$ cat src/rtl/bgc_pkg.sv
// Types and constants shared by the blink gesture classifier modules.
package bgc_pkg;

	localparam int THR_BITS  = 16;
	localparam int FRAC_BITS = 16;
	localparam int DIV_STEPS = FRAC_BITS;
	localparam int CNT_BITS  = $clog2(DIV_STEPS);

	localparam logic [FRAC_BITS:0] FRAC_ONE = {1'b1, {FRAC_BITS{1'b0}}};

	localparam logic [THR_BITS-1:0] IGNORE_RST = 16'd110;
	localparam logic [THR_BITS-1:0] SHORT_RST  = 16'd380;
	localparam logic [THR_BITS-1:0] LONG_RST   = 16'd560;

	// Configuration register indexes
	typedef enum logic [1:0] {
		REG_IGNORE = 2'd0,
		REG_SHORT  = 2'd1,
		REG_LONG   = 2'd2,
		REG_SPARE  = 2'd3
	} reg_idx_t;

	// Gesture codes on the result word
	typedef enum logic [1:0] {
		G_NONE    = 2'd0,
		G_SHORT   = 2'd1,
		G_LONG    = 2'd2,
		G_DISCARD = 2'd3
	} gesture_t;

	typedef enum logic [1:0] {
		ST_IDLE,
		ST_EVAL,
		ST_DIV,
		ST_WB
	} state_t;

	// Commands from the controller to the datapath
	typedef struct packed {
		logic accept;
		logic eval;
		logic div_step;
		logic out_load;
	} bgc_cmd_t;

	// Status from the datapath to the controller
	typedef struct packed {
		logic need_div;
		logic div_last;
		logic out_free;
	} bgc_sts_t;

endpackage

$ cat src/rtl/bgc_ctrl.sv
// Controller state machine sequencing accept, evaluate, divide and write-back.
module bgc_ctrl
	import bgc_pkg::*;
(
	input  logic     clk,
	input  logic     arst_n,
	input  logic     in_valid,
	output logic     in_ready,
	input  bgc_sts_t sts,
	output bgc_cmd_t cmd
);

	state_t state_q, state_d;

	// Hold the state register
	always_ff @(posedge clk or negedge arst_n) begin
		if (!arst_n) begin
			state_q <= ST_IDLE;
		end else begin
			state_q <= state_d;
		end
	end

	// Decode next state and commands
	always_comb begin
		state_d  = state_q;
		cmd      = '0;
		in_ready = 1'b0;
		unique case (state_q)
			ST_IDLE: begin
				in_ready = 1'b1;
				if (in_valid) begin
					cmd.accept = 1'b1;
					state_d    = ST_EVAL;
				end
			end
			ST_EVAL: begin
				cmd.eval = 1'b1;
				state_d  = sts.need_div ? ST_DIV : ST_WB;
			end
			ST_DIV: begin
				cmd.div_step = 1'b1;
				if (sts.div_last) begin
					state_d = ST_WB;
				end
			end
			ST_WB: begin
				if (sts.out_free) begin
					cmd.out_load = 1'b1;
					state_d      = ST_IDLE;
				end
			end
			default: begin
				state_d = ST_IDLE;
			end
		endcase
	end

endmodule

$ cat src/rtl/bgc_datapath.sv
// Datapath: closure tracking, threshold compares, fraction divider and output word.
module bgc_datapath
	import bgc_pkg::*;
#(
	parameter int TIME_BITS = 32
) (
	input  logic                clk,
	input  logic                arst_n,
	input  bgc_cmd_t            cmd,
	output bgc_sts_t            sts,
	input  logic                cfg_valid,
	input  logic [1:0]          cfg_index,
	input  logic [THR_BITS-1:0] cfg_data,
	input  logic                eye_shut,
	input  logic [31:0]         time_ms,
	output logic                out_valid,
	input  logic                out_ready,
	output logic [1:0]          gesture,
	output logic                progress_valid,
	output logic [FRAC_BITS:0]  hold_fraction,
	output logic [31:0]         hold_time
);

	logic [THR_BITS-1:0]  ignore_q, short_q, long_q;
	logic                 closed_q, long_done_q;
	logic [TIME_BITS-1:0] start_q;
	logic                 shut_q, was_closed_q;
	logic [TIME_BITS-1:0] held_q;
	logic [TIME_BITS+31:0] now_ext;
	logic [TIME_BITS-1:0] now;
	logic [TIME_BITS-1:0] held_d;
	logic                 ge_long, ge_short, ge_ignore, le_short;
	logic [THR_BITS-1:0]  span_d, num_d;
	logic [THR_BITS-1:0]  span_q;
	logic [THR_BITS:0]    rem_q, rem_sh;
	logic [FRAC_BITS-1:0] quo_q;
	logic [CNT_BITS-1:0]  cnt_q;
	logic [1:0]           res_gesture_q;
	logic                 res_pvalid_q, res_long_q;
	logic                 out_valid_q;
	logic [1:0]           gesture_q;
	logic                 pvalid_q;
	logic [FRAC_BITS:0]   frac_q;
	logic [TIME_BITS+31:0] held_ext;
	logic [31:0]          hold_q;

	// Write configuration registers; spare index is dropped
	always_ff @(posedge clk or negedge arst_n) begin
		if (!arst_n) begin
			ignore_q <= IGNORE_RST;
			short_q  <= SHORT_RST;
			long_q   <= LONG_RST;
		end else if (cfg_valid) begin
			unique case (reg_idx_t'(cfg_index))
				REG_IGNORE: ignore_q <= cfg_data;
				REG_SHORT:  short_q  <= cfg_data;
				REG_LONG:   long_q   <= cfg_data;
				default: ;
			endcase
		end
	end

	// Reduce timestamp to the time width and measure the hold
	assign now_ext = {{TIME_BITS{1'b0}}, time_ms};
	assign now     = now_ext[TIME_BITS-1:0];
	assign held_d  = closed_q ? (now - start_q) : '0;

	// Threshold compares on the captured hold
	assign ge_long   = held_q >= TIME_BITS'(long_q);
	assign ge_short  = held_q >= TIME_BITS'(short_q);
	assign ge_ignore = held_q >= TIME_BITS'(ignore_q);
	assign le_short  = held_q <= TIME_BITS'(short_q);
	assign span_d    = long_q - short_q;
	assign num_d     = held_q[THR_BITS-1:0] - short_q;

	// Hold closure state and capture the sample
	always_ff @(posedge clk or negedge arst_n) begin
		if (!arst_n) begin
			closed_q    <= 1'b0;
			long_done_q <= 1'b0;
			start_q     <= '0;
		end else if (cmd.accept) begin
			if (eye_shut && !closed_q) begin
				closed_q    <= 1'b1;
				start_q     <= now;
				long_done_q <= 1'b0;
			end else if (!eye_shut) begin
				closed_q <= 1'b0;
			end
		end else if (cmd.eval) begin
			if (shut_q && !long_done_q && ge_long) begin
				long_done_q <= 1'b1;
			end else if (!shut_q && was_closed_q) begin
				long_done_q <= 1'b0;
			end
		end
	end

	always_ff @(posedge clk) begin
		if (cmd.accept) begin
			shut_q       <= eye_shut;
			was_closed_q <= closed_q;
			held_q       <= held_d;
		end
	end

	// Classify the sample
	always_ff @(posedge clk) begin
		if (cmd.eval) begin
			res_gesture_q <= G_NONE;
			res_pvalid_q  <= 1'b0;
			res_long_q    <= 1'b0;
			if (shut_q) begin
				if (!long_done_q && ge_long) begin
					res_gesture_q <= G_LONG;
					res_pvalid_q  <= 1'b1;
					res_long_q    <= 1'b1;
				end else if (!long_done_q && ge_short) begin
					res_pvalid_q <= 1'b1;
				end
			end else if (was_closed_q && !long_done_q) begin
				res_gesture_q <= (ge_ignore && le_short) ? G_SHORT : G_DISCARD;
			end
		end
	end

	assign sts.need_div = shut_q && !long_done_q && !ge_long && ge_short;

	// Restoring divider, one quotient bit per step
	assign rem_sh = {rem_q[THR_BITS-1:0], 1'b0};

	always_ff @(posedge clk) begin
		if (cmd.eval) begin
			rem_q  <= {1'b0, num_d};
			span_q <= span_d;
			quo_q  <= '0;
			cnt_q  <= '0;
		end else if (cmd.div_step) begin
			cnt_q <= cnt_q + 1'b1;
			if (rem_sh >= {1'b0, span_q}) begin
				rem_q <= rem_sh - {1'b0, span_q};
				quo_q <= {quo_q[FRAC_BITS-2:0], 1'b1};
			end else begin
				rem_q <= rem_sh;
				quo_q <= {quo_q[FRAC_BITS-2:0], 1'b0};
			end
		end
	end

	assign sts.div_last = cnt_q == CNT_BITS'(DIV_STEPS - 1);

	// Output register: load the finished word, drop it when taken
	assign sts.out_free = !out_valid_q || out_ready;
	assign held_ext     = {32'd0, held_q};

	always_ff @(posedge clk or negedge arst_n) begin
		if (!arst_n) begin
			out_valid_q <= 1'b0;
		end else if (cmd.out_load) begin
			out_valid_q <= 1'b1;
		end else if (out_ready) begin
			out_valid_q <= 1'b0;
		end
	end

	always_ff @(posedge clk) begin
		if (cmd.out_load) begin
			gesture_q <= res_gesture_q;
			pvalid_q  <= res_pvalid_q;
			hold_q    <= held_ext[31:0];
			if (res_long_q) begin
				frac_q <= FRAC_ONE;
			end else if (res_pvalid_q) begin
				frac_q <= {1'b0, quo_q};
			end else begin
				frac_q <= '0;
			end
		end
	end

	assign out_valid      = out_valid_q;
	assign gesture        = gesture_q;
	assign progress_valid = pvalid_q;
	assign hold_fraction  = frac_q;
	assign hold_time      = hold_q;

endmodule

$ cat src/rtl/blink_gesture_classifier_core.sv
// Top level of the blink gesture classifier.
//
// Input channel (in_valid/in_ready): one word per eye sample, eye_shut and
// time_ms. Output channel (out_valid/out_ready): one result word per sample,
// gesture, progress_valid, hold_fraction and hold_time.
// Config channel (cfg_valid/cfg_ready): cfg_index 0 ignore threshold, 1 short
// limit, 2 long threshold, cfg_data 16 bits; index 3 is ignored. Always ready;
// write only while no sample is in flight.
// Input accept leads through the evaluate state, then, when hold progress is
// computed, the 16-step restoring divider for the fraction, then write-back
// to out_valid. One sample is processed at a time, so a new sample is not
// accepted until the previous result has been loaded into the output register.
// A finished word sits in the output register while the next sample is
// accepted; if the receiver stalls, the following result waits in the
// datapath and input accepts stop until the output register frees up.
// Reset clears the closure state, restores the default thresholds and
// empties the output register.
module blink_gesture_classifier_core
	import bgc_pkg::*;
#(
	parameter int TIME_BITS = 32
) (
	input  logic                clk,
	input  logic                arst_n,
	input  logic                cfg_valid,
	output logic                cfg_ready,
	input  logic [1:0]          cfg_index,
	input  logic [THR_BITS-1:0] cfg_data,
	input  logic                in_valid,
	output logic                in_ready,
	input  logic                eye_shut,
	input  logic [31:0]         time_ms,
	output logic                out_valid,
	input  logic                out_ready,
	output logic [1:0]          gesture,
	output logic                progress_valid,
	output logic [FRAC_BITS:0]  hold_fraction,
	output logic [31:0]         hold_time
);

	bgc_cmd_t cmd;
	bgc_sts_t sts;

	assign cfg_ready = 1'b1;

	bgc_ctrl u_ctrl (
		.clk      (clk),
		.arst_n   (arst_n),
		.in_valid (in_valid),
		.in_ready (in_ready),
		.sts      (sts),
		.cmd      (cmd)
	);

	bgc_datapath #(
		.TIME_BITS (TIME_BITS)
	) u_dp (
		.clk            (clk),
		.arst_n         (arst_n),
		.cmd            (cmd),
		.sts            (sts),
		.cfg_valid      (cfg_valid),
		.cfg_index      (cfg_index),
		.cfg_data       (cfg_data),
		.eye_shut       (eye_shut),
		.time_ms        (time_ms),
		.out_valid      (out_valid),
		.out_ready      (out_ready),
		.gesture        (gesture),
		.progress_valid (progress_valid),
		.hold_fraction  (hold_fraction),
		.hold_time      (hold_time)
	);

endmodule

$ cat config.mk
export PLATFORM = sky130hd
export DESIGN_NAME = blink_gesture_classifier_core
export DESIGN_NICKNAME = d
export VERILOG_FILES = /design/src/rtl/bgc_pkg.sv /design/src/rtl/bgc_ctrl.sv /design/src/rtl/bgc_datapath.sv /design/src/rtl/blink_gesture_classifier_core.sv
export SDC_FILE = /design/constraint.sdc
export NUM_CORES = 1
export LEC_CHECK = 0
export ABC_CLOCK_PERIOD_IN_PS = 3900
export BUFFER_PORTS_ARGS = -buffer_cell sky130_fd_sc_hd__clkbuf_2
export CAP_MARGIN = 20
export CORE_MARGIN = 3
export CORE_UTILIZATION = 40
export DETAILED_ROUTE_END_ITERATION = 8
export PLACE_DENSITY = 0.57
export SYNTH_ARGS = -nofsm -noshare
export SYNTH_HDL_FRONTEND = slang
export SYNTH_SLANG_ARGS = --single-unit
$ cat constraint.sdc
create_clock -name clk -period 3.9 [get_ports clk]
set_input_delay 0.195 -clock clk [delete_from_list [all_inputs] [get_ports clk]]
set_output_delay 0.195 -clock clk [all_outputs]
set_load 0.02 [all_outputs]
== After elaboration in Yosys (flattened, before gate mapping) ==
Index checks and enable logic that the tools add are counted.

* Output and inout port bits: 55
* Register bits: 227

* Add/subtract/negate cells: 5
* Multiplexer cells: 32
* Equal/unequal tests: 11
* Reduce and logical (&&, ||, !) cells: 30
* Magnitude comparators: 5
* Bitwise logic cells: 1

{| class="wikitable"
|+ Operators by type and width
! kind !! number
|-
| $ge 32x16->1 || 3
|-
| $mux 16 || 3
|-
| $sub 16x16->16 || 3
|-
| $le 32x16->1 || 1
|-
| $sub 32x32->32 || 1
|-
| $mux 1 || 21
|-
| $ge 17x16->1 || 1
|-
| $mux 2 || 7
|-
| $logic_and 1x1->1 || 10
|-
| $reduce_and 2->1 || 5
|-
| $pmux 2 s4 || 1
|-
| $eq 2x2->1 const B || 3
|-
| $ne 2x2->1 const B || 3
|-
| $reduce_and 3->1 || 2
|-
| $reduce_bool 2->1 || 3
|-
| $logic_not 1->1 || 5
|-
| $add 4x1->4 const B || 1
|-
| $eq 2x1->1 const B || 2
|-
| $eq 4x4->1 const B || 1
|-
| $logic_not 2->1 || 2
|-
| $ne 2x1->1 const B || 2
|-
| $reduce_bool 3->1 || 1
|-
| $reduce_or 2->1 || 1
|-
| $logic_or 1x1->1 || 1
|-
| $not 1->1 || 1
|}

== Depth between registers and ports, before layout ==
Gate-level depths: netlist of run 1.

* Depth in word-level cells: 6
* Mapped depth: 12
* Mapped depth without buffers: 12

== Hierarchy ==
Synthesis of run 1 repeated with hierarchy kept, for this count alone.

* Cells, all modules: 1239
* Area total of the unflattened synthesis: 13255.2 µm²

{| class="wikitable"
|+ Modules (own cells, without submodules)
! module !! times used !! area each (µm²) !! cells each !! seq. area each (µm²)
|-
| bgc_datapath || 1 || 13048.8 || 1218 || 6158.4
|-
| bgc_ctrl || 1 || 195.2 || 19 || 50.0
|-
| blink_gesture_classifier_core || 1 || 11.3 || 2 || 0.0
|}

== Worst setup path after synthesis of run 1 ==
OpenSTA, ideal clock, no wires.

* Path type: register to register
* Start: register u_dp.rem_q[0]
* End: register u_dp.rem_q[9] (data pin)
* Stages on the path, launching flop included: 12
* Setup slack: 0.999 ns
* Required time: 3.639 ns
* Clock period less this slack: 2.901 ns
* Library setup time: 0.261 ns
* Data arrival time: 2.640 ns
* Path through: edfxtp_1 -> ha_1 -> nor2b_1 -> o31a_1 -> o21ai_1 -> a221oi_1 -> o41ai_2 -> o21ai_2 -> o31ai_1 -> buf_4 -> nor3_1 -> a311o_1

* Word-level cells in the longest chain between the ends: 4
* Elaborated cells between the ends (all ways): 5
* Those cells by class: add/sub: 1; order compare: 1; mux: 3

{| class="wikitable"
|+ Ends and longest elaborated chain
! element !! line !! text
|-
| from (decl) || bgc_datapath.sv:35 || <nowiki>logic [THR_BITS:0] rem_q, rem_sh;</nowiki>
|-
| from (signal assigned) || bgc_datapath.sv:134 || <nowiki>rem_q <= {1'b0, num_d};</nowiki>
|-
| from (signal assigned) || bgc_datapath.sv:141 || <nowiki>rem_q <= rem_sh - {1'b0, span_q};</nowiki>
|-
| from (signal assigned) || bgc_datapath.sv:144 || <nowiki>rem_q <= rem_sh;</nowiki>
|-
| $sub 16x16->16 or $ge 17x16->1 (tied branches) || bgc_datapath.sv:141, bgc_datapath.sv:140 ||
|-
| $mux 16 (*) || bgc_datapath.sv:140 || <nowiki>if (rem_sh >= {1'b0, span_q}) begin</nowiki>
|-
| $mux 16 (*) || bgc_datapath.sv:138 || <nowiki>end else if (cmd.div_step) begin</nowiki>
|-
| $mux 16 (*) || bgc_datapath.sv:133 || <nowiki>if (cmd.eval) begin</nowiki>
|}

Every way passes the cells marked *; elsewhere a longest branch is shown, timed or not. The select of a mux whose other input is x is not followed.
A chain may end at the register's enable or synchronous reset.

== Worst setup path after layout of run 1 ==
* Start: register u_dp.start_q[0]
* End: register u_dp.held_q[30] (data pin)

* Word-level cells in the longest chain between the ends: 1

{| class="wikitable"
|+ Ends and longest elaborated chain
! element !! line !! text
|-
| from (decl) || bgc_datapath.sv:26 || <nowiki>logic [TIME_BITS-1:0] start_q;</nowiki>
|-
| from (signal assigned) || bgc_datapath.sv:85 || <nowiki>start_q <= now;</nowiki>
|-
| $sub 32x32->32 || bgc_datapath.sv:66 || <nowiki>assign held_d = closed_q ? (now - start_q) : '0;</nowiki>
|-
| to (signal assigned) || bgc_datapath.sv:103 || <nowiki>held_q <= held_d;</nowiki>
|-
| to (decl) || bgc_datapath.sv:28 || <nowiki>logic [TIME_BITS-1:0] held_q;</nowiki>
|}

No other way between the ends.

==> results of run 1 <==
-- per-layer routing --
| layer | part of all wire (%) | GRT usage (%) | vias up |
|---|---|---|---|
| li1 | - | - | 4547 |
| met1 | 46 | 22.2 | 4201 |
| met2 | 49 | 29.6 | 133 |
| met3 | 3.3 | 2.26 | 36 |
| met4 | 1.9 | 4.14 | 0 |
| met5 | 0 | 0 | - |
-- worst paths after layout --
kind	from	end
max reg2reg	u_dp.start_q[0]	u_dp.held_q[30]
max in group asynchronous	arst_n	u_dp.start_q[19]
min in group asynchronous	arst_n	u_dp.long_q[15]
max	u_dp.start_q[0]	u_dp.held_q[30]
min	in_valid	u_ctrl.state_q[1]
min reg2reg	u_dp.res_gesture_q[0]	u_dp.gesture[0]
-- where the power goes --
group | internal, mW | switching (mW) | total, mW | leakage [nW]
Clock | 1.49 | 1.01 | 2.49 | 0.431
Combinational | 2.53 | 3.41 | 5.94 | 3.97
Sequential | 3.68 | 0.434 | 4.12 | 2.32
-- kinds of logic (layout without fill, tap and decap cells) --
family | after synthesis | count (layout) | share of synthesized area [%]
AOI/OAI and AO/OA | 236 | 236 | 12.3
adders and majority gates | 119 | 119 | 11.8
buffers and inverters | 151 | 346 | 4.50
other | 1 | 2 | 0.0292
DFF | 227 | 227 | 48.3
and+or+nand+nor | 286 | 286 | 10.7
muxes | 97 | 97 | 8.17
xor gates and xnor gates | 62 | 62 | 4.22
-- critical path, stage by stage, from the launching register on --
cell       delay, ns
dfrtp_1         0.38
ha_1            0.22
fa_1            0.39
nor2b_1         0.23
o2111ai_1       0.17
a31oi_1         0.36
o31a_1          0.32
o2111ai_4       0.19
a311oi_4        0.31
a311oi_2        0.15
xnor2_1         0.13
and2_1          0.15
-- cell usage in the layout (no fill, tap or decap), types with 5 or more instances in the layout --
master         instances
inv_1                128
mux2i_1               34
clkbuf_16             27
a21boi_0               6
o211ai_1               5
a31oi_1                8
dfrtp_1               71
a21oi_1               57
nor4_1                 6
nand3_1               18
nor2_1                90
o21bai_1              10
a211oi_1               6
a21o_1                30
and2_1                19
clkbuf_8               7
dfxtp_1               20
clkbuf_2             108
ha_1                 114
o21ai_0               58
xnor2_1               39
dlygate4sd3_1         51
nand2_1               67
mux2_2                63
nand4_1                6
xor2_1                23
o21a_1                 8
buf_4                  9
dfstp_2               14
clkbuf_1              10
nor3_1                20
nor2b_1               20
nand2b_1              13
a221oi_1               5
edfxtp_1             122
o31a_1                 7
-- through the flow --
stage               std cells  power, mW  area (µm²)
floorplan                1179       8.66       12900
global placement         1675       10.0       13900
detailed placement       1675       10.1       13900
CTS                      1776       12.7       15300
global route             1776       13.6       15300
finish                   1777       12.5       15300
-- registers in the layout, summed over array words and instances (netlist names), 2 cells and up --
name	cells
u_ctrl.state_q	2
u_dp.cnt_q	4
u_dp.gesture	2
u_dp.held_q	32
u_dp.hold_fraction	17
u_dp.hold_time	32
u_dp.ignore_q	16
u_dp.long_q	16
u_dp.quo_q	16
u_dp.rem_q	16
u_dp.res_gesture_q	2
u_dp.short_q	16
u_dp.span_q	16
u_dp.start_q	32
-- layout make-up --
type | count | area, µm² | area share, %
sequential | 227 | 6210 | 40.6
multi-input combinational | 801 | 6100 | 39.9
timing repair buffer | 168 | 1120 | 7.31
clock buffer | 44 | 810 | 5.29
tap | 402 | 503 | 3.29
inverter | 128 | 480 | 3.14
clock inverter | 6 | 73.8 | 0.483
antenna | 1 | 2.50 | 0.0164
-- what timing repair did --
action | CTS | global route
endpoints found under the setup margin | 0 | 0
endpoints found under the hold margin | 133 | 0
hold buffers | 51 | 0
==> metrics.txt, run 1 <==
1st-iter DRT viols 479; #FFs+latches synth 227; CP endpoint kind flip-flop; WS Path Type reg -> reg; Worst IR Drop VDD 424 µV; routed via count 8917; net count after synthesis 1354; number of buffers inserted by port buffering 109; endpoints failing setup 0; Async SR Flop Fraction 37.4%; Die Wd 185 µm; post-place setup slack 0.641 ns; post-CTS sizing 0; Initial Utilization 40.6%; post-synth top area share 28.5%; Critical Path AT 3.55 ns; Most used DFF post-synth edfxtp_1; setup repair after global routing missed its margin false; crit path launch type flip-flop; final worst path period need 3.24 ns; Final ANT Viol Nets 0; Max-Cap Viols 0; Die Area 0.0343 mm²; TritonCTS clock tree done; clk buf depth 3; post-synth cell types 66; setup TNS 0 ns; number of synthesized flops with an enable pin 122; WL/cell 16.0 µm; clock tree root buffer cell clkbuf_16; # rows 65; area grow syn2layout 19.0%; Final Max Tran Viols 0; GRT Resource Usage Total 16.9%; clk slew on worst S/H paths 0.06 ns; worst hold slack 0.113 ns; Synth area leaders edfxtp_1, dfrtp_1, ha_1; largest net degree at the start of global routing 66; top post-synthesis cells by count inv_1, edfxtp_1, ha_1, nor2_1, dfrtp_1; Via density 5.02; vias in the first global route 9055; first-pass GRT wire length 46600 µm; post-CTS setup buffer count 0; actual slew at the worst max-slew pin 0.957 ns; Die Ht 185 µm; Total Routed Length 28500 µm; r2r setup slk 0.66 ns; Leak 6.72 nW; Register-to-Register Path Depth 11; count leader, synth inv_1; residual DRC count 0; routability cong. 0.833; hold depth 5; Power Density 821 mW/mm²; post-synthesis sequential area ratio 48.3%; Rel. slew slack 36.0%; Synth area leader edfxtp_1; Final WS setup 0.661 ns; YS warnings 0; Final nets 1528; antenna violations before repair 0; Avg Cell Area, Syn 10.9 µm²; Ports 111; Layout Skew 0.0228 ns; fraction of layout cells with a size suffix above 1 18.3%; f_max 309 MHz; Core Util, Final 48.3%; CTS Buf Count 27; final hold violations 0; WP data required 4.21 ns; Worst Hold Class in -> reg; post-DP HPWL 21100 µm; Synth Cell Area 0.0129 mm²; drt first pass iters 5; core box area 0.0316 mm²; clk_lat worst skew 0.55 ns; crit-path max FO 4; Overflow after GRT 0; Final period util 83.0%; clk sinks 227; status finished, final reports clean; number of fill cells 2914; htree depth 1; Syn Inst Count 1179
Note: power is estimated with default switching activity, not from simulation.
==> inputs of run 2 (changes only) <==
--- a/config.mk
+++ b/config.mk
@@ -5,13 +5,14 @@
 export SDC_FILE = /design/constraint.sdc
 export NUM_CORES = 1
 export LEC_CHECK = 0
-export ABC_CLOCK_PERIOD_IN_PS = 3900
+export ABC_AREA = 1
+export ABC_CLOCK_PERIOD_IN_PS = 2790
 export BUFFER_PORTS_ARGS = -buffer_cell sky130_fd_sc_hd__clkbuf_2
 export CAP_MARGIN = 20
 export CORE_MARGIN = 3
 export CORE_UTILIZATION = 40
 export DETAILED_ROUTE_END_ITERATION = 8
-export PLACE_DENSITY = 0.57
+export PLACE_DENSITY = 0.59
 export SYNTH_ARGS = -nofsm -noshare
 export SYNTH_HDL_FRONTEND = slang
 export SYNTH_SLANG_ARGS = --single-unit
==> constraint.sdc (replaced) <==
create_clock -name clk -period 2.79 [get_ports clk]
set_input_delay 0.1395 -clock clk [delete_from_list [all_inputs] [get_ports clk]]
set_output_delay 0.1395 -clock clk [all_outputs]
set_load 0.02 [all_outputs]
==> run 2 against run 1 <==
Highest routed layer unchanged. Die area rose by 5.9%. Combinational power grew 49%. Sequential power is 39% higher. Area after synthesis grew 6.1%.
==> metrics.txt, run 2 <==
WS Path Type reg -> reg; Reg-to-Reg Start u_dp.short_q[2]; Leak 7.66 nW; routability cong. 0.940; commonest non-fill, non-tap cell in the layout nand2_1; count leader, synth nand2_1; final hold violations 0; internal power 10.1 mW; GRT Resource Usage Total 19.7%; DP Area 0.0148 mm²; fraction of layout cells with a size suffix above 1 11.4%; combinational cell fraction of total power 49.3%; post-place setup slack 0.375 ns; clk slew on worst S/H paths 0.06 ns; Power Density 1110 mW/mm²; Die Ht 191 µm; #FFs+latches synth 227; CP endpoint kind flip-flop; number of synthesized flops with an enable pin 122; net count after synthesis 1825; Die Wd 191 µm; Avg Cell Area, Syn 8.27 µm²; Syn Inst Count 1650; actual slew at the worst max-slew pin 1.02 ns; post-synth cell types 46; commonest non-fill, non-tap cells in the layout nand2_1, inv_1, nor2_1; Switch Pwr 7.80 mW; met3 wire len 1260 µm; f_max 403 MHz; Max-Cap Viols 0; worst hold slack 0.126 ns; vias in the first global route 11100; crit path launch type flip-flop; clk buf depth 3; residual DRC count 0; 1st-iter DRT viols 664; Synth Cell Area 0.0136 mm²; Async SR Flop Fraction 37.4%; final worst path period need 2.48 ns; Synth area leaders edfxtp_1, dfrtp_1, ha_1; Worst IR Drop VDD 560 µV; setup TNS 0 ns; Most used DFF post-synth edfxtp_1; crit-path max FO 4; post-CTS setup buffer count 0; post-synth top area share 26.9%; clock share of power 18.8%; WP data required 3.07 ns; metal1 wirelength 16500 µm; Ports 111; first-pass GRT wire length 57400 µm; core box area 0.0336 mm²; post-synthesis sequential area ratio 45.5%; clk sinks 227; # rows 67; Seq pwr share 32.0%; Final ANT Viol Nets 0; post-DP HPWL 27200 µm; Overflow after GRT 0; Initial Utilization 40.6%; Critical Path AT 2.76 ns; drt first pass iters 5; YS warnings 0; antenna violations before repair 2; htree depth 1; Final Max Tran Viols 0; switching part of the total 43.5%; status finished, final reports clean; area grow syn2layout 18.3%; Final period util 88.9%; clk_lat worst skew 0.55 ns; post-route cell area 0.0161 mm²; number of buffers inserted by port buffering 109; Rel. slew slack 31.6%; number of fill cells 3224; setup repair after global routing missed its margin false; routed via count 11300; Final nets 2000; Via density 4.93; max layer used met4; endpoints failing setup 0; CTS Buf Count 26; clock tree root buffer cell clkbuf_16; critical path launch point u_dp.short_q[2]; Layout Skew 0.0321 ns; top post-synthesis cells by count nand2_1, inv_1, nor2_1, a21oi_1, o21ai_0; Final WS setup 0.309 ns; Pwr Total 17.9 mW; WL/cell 15.5 µm; TritonCTS clock tree done; Worst Hold Class in -> async; Total Routed Length 35500 µm; Synth area leader edfxtp_1; Die Area 0.0364 mm²; DR WL met2 16400 µm; largest net degree at the start of global routing 53
==> run 2: layer usage <==
metal / vias to the layer above / track usage, %
met5: - / 0
li1: 5801 / -
met3: 75 / 2.48
met4: 0 / 7.23
met2: 230 / 33.3
met1: 5201 / 25.9
==> run 2: critical path: stages, from the launching register on <==
cell      delay [ns]
dfstp_2         0.53
inv_1           0.06
ha_1            0.35
nand3_1         0.09
nand2_1         0.11
a21oi_1         0.11
o21ai_0         0.50
nand4_1         0.22
nand3b_1        0.14
nand2_1         0.08
==> run 2: per-stage QoR <==
step | utilization, % | cells
after floorplan | - | 1650
after detailed placement | 43.9 | 2193
after global placement | 43.9 | 2193
after global routing | 48.0 | 2295
after CTS | 48.0 | 2293
final | 48.0 | 2295
==> run 2: cells by family after synthesis <==
kind of cell	count (synthesis)	share of synthesized area, %
buf+inv	284	8.08
flops	227	45.5
xor+xnor	27	1.73
compound gates	330	13.0
simple gates	661	20.4
other cells	1	0.0275
fa+ha+maj	119	11.1
mux	1	0.0825
==> run 2: layout make-up <==
| cell class | instances | area [µm²] | share of cell area [%] |
|---|---|---|---|
| diodes | 2 | 5.00 | 0.0310 |
| clock buffers | 34 | 722 | 4.47 |
| clock inverters | 14 | 129 | 0.799 |
| inverters | 252 | 946 | 5.86 |
| multi-input cells | 1139 | 6350 | 39.3 |
| flip-flops and latches | 227 | 6210 | 38.5 |
| well taps | 448 | 561 | 3.47 |
| repair buffers | 179 | 1220 | 7.54 |
==> run 2: path summary, 6_finish.rpt <==
path	end	slack (ns)	cells past startpoint
worst max register to register	u_dp.span_q[15]	0.31	9
worst min-delay path	u_dp.ignore_q[13]	0.13	2
worst min register to register	u_dp.gesture[1]	0.44	0
min in group clk	u_dp.short_q[3]	0.16	5
max in group asynchronous	u_dp.short_q[2]	1.87	3
worst max-delay path	u_dp.span_q[15]	0.31	9
==> run 2: timing repair <==
| item | CTS | global route |
|---|---|---|
| resized for setup | 0 | 0 |
| hold buffers | 52 | 0 |
| hold endpoints to repair | 123 | 0 |
| setup endpoints to repair | 0 | 0 |
==> run 2: power groups by stage <==
stage / Combinational [mW] / Clock, mW / Sequential [mW]
2_1_floorplan: 6.23 / 0 / 5.95
3_3_place_gp: 8.70 / 0 / 5.77
3_5_place_dp: 8.78 / 0 / 5.79
4_1_cts: 8.88 / 3.46 / 5.74
5_1_grt: 10.1 / 3.59 / 5.86
6_report: 8.84 / 3.37 / 5.74
